[config.mk]
export PLATFORM = sky130hd
export DESIGN_NAME = kfr_ctrl
export DESIGN_NICKNAME = d
export VERILOG_FILES = /design/src/design/kfr_pkg.sv /design/src/design/kfr_ctrl.sv
export SDC_FILE = /design/constraint.sdc
export NUM_CORES = 1
export LEC_CHECK = 0
export ABC_AREA = 1
export BUFFER_PORTS_ARGS = -buffer_cell sky130_fd_sc_hd__buf_2
export CAP_MARGIN = 30
export CORE_MARGIN = 3
export CORE_UTILIZATION = 43
export CTS_CLUSTER_DIAMETER = 30
export CTS_CLUSTER_SIZE = 16
export DETAILED_ROUTE_END_ITERATION = 10
export MAX_ROUTING_LAYER = met4
export PLACE_DENSITY = 0.77
export SLEW_MARGIN = 20
export SYNTH_ARGS = -nofsm -noshare
export SYNTH_HDL_FRONTEND = slang
export SYNTH_SLANG_ARGS = --single-unit
[constraint.sdc]
create_clock -name clk -period 1 [get_ports clk]
set_clock_uncertainty 0.05 [all_clocks]
set_input_delay 0.05 -clock clk [delete_from_list [all_inputs] [get_ports clk]]
set_output_delay 0.05 -clock clk [all_outputs]
set_load 0.01 [all_outputs]
[src/design/kfr_pkg.sv]
// ----------------------------------------------------------------------------
// kfr_pkg: shared types and constants of the keyframe reduction filter
// Field widths, blend format and the command/status bundles between the
// controller and the datapath.
// ----------------------------------------------------------------------------
package kfr_pkg;

  localparam int ValueWidth = 32;
  localparam int TimeWidth  = 32;
  localparam int BlendBits  = 16;
  localparam int TolWidth   = 32;
  localparam int AxisCount  = 3;
  localparam int AxisIdxW   = 2;

  typedef logic signed [ValueWidth-1:0] value_t;
  typedef logic [TimeWidth-1:0]         time_t;
  typedef logic [BlendBits:0]           blend_t;

  // controller to datapath
  typedef struct packed {
    logic load_in;      // capture accepted input key
    logic div_start;    // begin blend division
    logic err_start;    // begin error accumulation
    logic shift_keys;   // older <= middle, middle <= new
    logic set_middle;   // middle <= new
    logic set_older;    // older <= new
    logic sel_middle;   // result mux: 1 middle key, 0 new key
  } kfr_cmd_t;

  // datapath to controller
  typedef struct packed {
    logic div_done;
    logic err_done;
    logic kept;
  } kfr_sts_t;

endpackage

[src/design/kfr_ctrl.sv]
// ----------------------------------------------------------------------------
// kfr_ctrl: sequencer of the keyframe reduction filter
// Accepts a key, runs the blend and error units when a middle key is held,
// and hands up to two result transactions to the output register.
// ----------------------------------------------------------------------------
module kfr_ctrl (
  input  logic               clk,
  input  logic               rst,
  input  logic               in_valid,
  output logic               in_ready,
  input  logic               in_last,
  output logic               out_valid,
  input  logic               out_ready,
  output logic               out_last,
  output logic               out_load,
  output kfr_pkg::kfr_cmd_t  cmd,
  input  kfr_pkg::kfr_sts_t  sts
);
  import kfr_pkg::*;

  typedef enum logic [2:0] {S_IDLE, S_DIV, S_ERR, S_MID, S_NEW, S_WAIT} state_t;

  state_t     state;
  logic [1:0] keys_held;
  logic       last_r, emit_new;
  logic       out_free;

  assign out_free = !out_valid || out_ready;
  assign in_ready = (state == S_IDLE);

  always_comb begin
    cmd = '0;
    out_load = 1'b0;
    cmd.load_in   = in_valid && in_ready;
    cmd.div_start = (state == S_IDLE) && in_valid && keys_held[1];
    cmd.err_start = (state == S_DIV) && sts.div_done;
    cmd.sel_middle = (state == S_MID);
    if (state == S_MID && out_free) out_load = 1'b1;
    if (state == S_NEW && out_free) out_load = 1'b1;
    if (state == S_WAIT) begin
      cmd.set_older  = (keys_held == 2'd0) && !last_r;
      cmd.set_middle = (keys_held == 2'd1) && !last_r;
      cmd.shift_keys = keys_held[1] && !last_r;
    end
  end

  // state, key count and output valid
  always_ff @(posedge clk) begin
    if (rst) begin
      state     <= S_IDLE;
      keys_held <= 2'd0;
      last_r    <= 1'b0;
      emit_new  <= 1'b0;
      out_valid <= 1'b0;
      out_last  <= 1'b0;
    end else begin
      if (out_valid && out_ready) out_valid <= 1'b0;
      if (out_load) out_valid <= 1'b1;
      unique case (state)
        S_IDLE: if (in_valid) begin
          last_r <= in_last;
          if (keys_held[1]) begin
            state <= S_DIV;
          end else begin
            emit_new <= (keys_held == 2'd0) || in_last;
            state    <= ((keys_held == 2'd0) || in_last) ? S_NEW : S_WAIT;
          end
        end
        S_DIV: if (sts.div_done) state <= S_ERR;
        S_ERR: if (sts.err_done) begin
          emit_new <= last_r;
          state    <= sts.kept ? S_MID : (last_r ? S_NEW : S_WAIT);
        end
        S_MID: if (out_free) begin
          out_last <= 1'b0;
          state    <= emit_new ? S_NEW : S_WAIT;
        end
        S_NEW: if (out_free) begin
          out_last <= last_r;
          state    <= S_WAIT;
        end
        S_WAIT: begin
          if (last_r)                 keys_held <= 2'd0;
          else if (keys_held == 2'd0) keys_held <= 2'd1;
          else                        keys_held <= 2'd2;
          state <= S_IDLE;
        end
        default: state <= S_IDLE;
      endcase
    end
  end

  a_one_load: assert property (@(posedge clk) disable iff (rst)
    out_load |-> out_free) else $error("output overwritten");
  a_no_accept: assert property (@(posedge clk) disable iff (rst)
    (state != S_IDLE) |-> !cmd.load_in) else $error("accept while busy");
  a_held_rng: assert property (@(posedge clk) disable iff (rst)
    keys_held != 2'd3) else $error("bad key count");

endmodule

==> metrics.md <==
| Metric | Value |
|---|---|
| Mux contribution to synthesized area | `0` |
| Largest net degree at the start of global routing | `9` |
| Met1 wire length | `919 um` |
| Post-Syn Area | `593 um2` |
| CTS tree | `built` |
| Setup crit start kind | `register` |
| WS Path Type | `reg2reg` |
| Sequential fraction of design power | `0.229` |
| Setup crit end | `state[2]$_SDFFE_PP0P_` |
| Largest stage delay, worst path | `0.41 ns` |
| Sequential cell area | `191 um2` |
| Share of cells above drive strength 1 | `0.542` |
| Largest area contributor in the netlist | `dfxtp_1` |
| Core Area | `1200 um2` |
| # setup viols final | `18` |
| Seq/Total Area, Yosys | `0.304` |
| Metal3 WL | `334 um` |
| Post-Layout Cell Count | `156` |
| Reg2reg path depth | `7` |
| Avg WL per Cell | `16.1 um` |
| Clock buffer depth | `2` |
| Antenna diodes | `0` |
| Top post-synthesis cells by area | `dfxtp_1 (30%), nand2_1 (16%), inv_1 (11%)` |
| Antenna violations before repair | `0` |
| Worst Tran Pin Value | `0.244 ns` |
| Initial Util | `0.494` |
| Critical Path RT | `1.15 ns` |
| Number of flops mapped to enable cells by yosys | `0` |
| DP Cell Count | `137` |
| Pwr/cell area | `2720 nW/um2` |
| Clk pin slew, worst setup/hold paths | `0.07 ns` |
| Cell variety after synth | `16` |
| Switching pwr | `1.29 mW` |
| CP max FO | `7` |
| Largest family of logic cells by synthesized area | `simple AND/OR/NAND/NOR gates` |
| Syn Nets | `107` |
| Delay-heaviest family, CP | `simple AND/OR/NAND/NOR gates` |
| Most numerous cell in the Yosys netlist | `nand2_1` |
| Post-synth top area share | `0.304` |
| Fin. Hold Viols | `0` |
| Synth Area per Inst | `5.99 um2` |
| Status | `finished, violations left` |
| Vias | `895` |
| WL final | `2510 um` |
| Xor-xnor portion of the synthesized cell area | `0` |
| Post-route clock period utilization | `1.40` |
| FF+latch count, synth | `9` |
| Start point of the critical path | `state[2]$_SDFFE_PP0P_` |
| Die X | `43.1 um` |
| H-tree depth | `1` |
| Hold crit path type | `in2reg` |
| Synth Flop Type | `dfxtp_1` |
| Vias in the first global route | `671` |
| GRT overflow | `0` |
| R2r startpoint | `state[2]$_SDFFE_PP0P_` |
| Num rows | `12` |
| Area of the multi-input gates | `423 um2` |
| Fmax | `0.713 GHz` |
| Final nets | `151` |
| Fraction of registers with async set/reset | `0` |
| Port Buffers | `18` |
| Synth Area in Adders | `0` |
| Static Leak | `0.511 nW` |
| DIE AREA | `1860 um2` |
| Post-Place Setup Slack | `-0.397 ns` |
| RSZ-0062 raised after global routing | `true` |
| Die H | `43.1 um` |
| PnR worst setup slack | `-0.403 ns` |
| Post-Synthesis Cells | `99` |
| Clk sink count | `9` |
| Critical Path Slowest Stage Cell | `dfxtp_4` |
| Gate power share | `0.668` |
| Commonest cells post-synth | `nand2_1 (25), inv_1 (17), nor2_1 (14)` |
| MaxCap Viol Count | `0` |
| Final Slew Violations | `0` |
| Setup TNS | `-5.15 ns` |
| Total track usage | `0.216` |
| Top Metal Used | `met4` |
| Router iterations before antenna repair | `4` |
| Drt drc | `0` |
| CTS buffer count | `3` |
| Failing checks | `setup timing` |
| Area growth syn-to-layout | `74.3%` |
| IO Count | `19` |
| Max-slew headroom | `0.835` |
| Synth Warn # | `0` |
| Reg2Reg Capture Point | `state[2]$_SDFFE_PP0P_` |
| Simple-gate share of the synthesized area | `0.445` |
| DR WL met2 | `1160 um` |
| Complex-gate fraction of the synthesized area | `0.105` |
| Net Sw Frac | `0.461` |
| Reg2Reg Setup Slack | `-0.40 ns` |
| Clk root buf | `clkbuf_4` |
| Final GP Congestion | `0.871` |
| Clock latency on the worst-skew pair | `0.27 ns` |
| Drt first-iter violations | `45` |
| Clk pwr share | `0.103` |
| P_int | `1.51 mW` |
| Peak supply drop | `1.68 mV` |
| Number of fill cells | `62` |
| Crit path time final | `1.40 ns` |
| Vias per inst | `5.74` |
| Critical path depth in cells | `7` |
| Post-layout util | `0.860` |
| First-pass GRT wire length | `2970 um` |
| Buffers & Inverters on Critical Path | `1` |
| Total chip power | `2.81 mW` |
| CP Capture Type | `register` |
| Final HPWL DP | `1180 um` |
| Final ANT Viol Nets | `0` |
| CP Cell Sequence | `buf_4, nor2_1, nand3_1, nand2_1, nor2_2, nand3_2, a21oi_2` |
| Critical Path AT | `1.55 ns` |
-- cell usage in the layout, fill, tap and decap left out, drive strengths merged, types with 3 or more instances in the layout --
master | Yosys | routed
a21oi | 6 | 6
inv | 18 | 18
nand3 | 11 | 11
nor3 | 3 | 3
nand4 | 3 | 3
nor2 | 15 | 15
nand2 | 26 | 26
clkbuf | 0 | 4
o21ai | 5 | 5
buf | 2 | 40
dfxtp | 9 | 9
-- flip-flops by register name, indices dropped and copies added (netlist names) --
signal     cells
state          3
out_valid      1
emit_new       1
last_r         1
keys_held      2
out_last       1
-- worst reg2reg max path: stages, from the launching register on --
cell and delay [ns]:
dfxtp_4 0.41, buf_4 0.15, nor2_1 0.05, nand3_1 0.08, nand2_1 0.09, nor2_2 0.20
nand3_2 0.13, a21oi_2 0.17
-- worst min path at each step --
stage,from,end,depth (start not counted)
after floorplan,rst,state[1]$_SDFFE_PP0P_,1
after global placement,rst,state[1]$_SDFFE_PP0P_,2
after detailed placement,rst,state[1]$_SDFFE_PP0P_,2
after CTS,in_last,last_r$_SDFFE_PP0P_,3
after global routing,in_last,last_r$_SDFFE_PP0P_,3
final,in_last,last_r$_SDFFE_PP0P_,3
-- cells by family after synthesis --
family | after synthesis
AOI/OAI and AO/OA | 12
and+or+nand+nor | 58
DFF | 9
buffers and inverters | 20
-- stage by stage --
| stage | instance area, um2 | hold slack [ns] |
|---|---|---|
| 2_1_floorplan | 612 | 0.0617 |
| 3_3_place_gp | 761 | 0.268 |
| 3_5_place_dp | 761 | 0.269 |
| 4_1_cts | 888 | 0.0240 |
| 5_1_grt | 1030 | 0.0233 |
| 6_report | 1030 | 0.0238 |
-- metal layers --
metal | vias up | track usage
li1 | 403 | -
met1 | 401 | 0.259
met2 | 75 | 0.348
met3 | 16 | 0.0805
met4 | 0 | 0.0361
met5 | - | -
-- power by group through the flow --
stage / Combinational, mW / Sequential, mW / Clock [mW]
5_1_grt: 1.99 / 0.647 / 0.318
2_1_floorplan: 0.799 / 0.525 / 0
6_report: 1.87 / 0.641 / 0.290
4_1_cts: 1.26 / 0.612 / 0.292
3_3_place_gp: 0.997 / 0.614 / 0
3_5_place_dp: 1.00 / 0.624 / 0
-- area by class of cell --
class / instances / area share
Sequential cell: 9 / 0.185
Timing Repair Buffer: 41 / 0.293
Tap cell: 14 / 0.0169
Multi-Input combinational cell: 70 / 0.409
Clock buffer: 4 / 0.0254
Inverter: 18 / 0.0702
-- repair_timing --
action | in CTS | in global routing
gates resized for setup | 13 | 26
endpoints found under the setup margin | 18 | 18
setup buffers | 9 | 7
pin swaps | 7 | 14
hold buffers | 1 | 0
endpoints found under the hold margin | 2 | 0
Power figures use the tool's default switching activity.
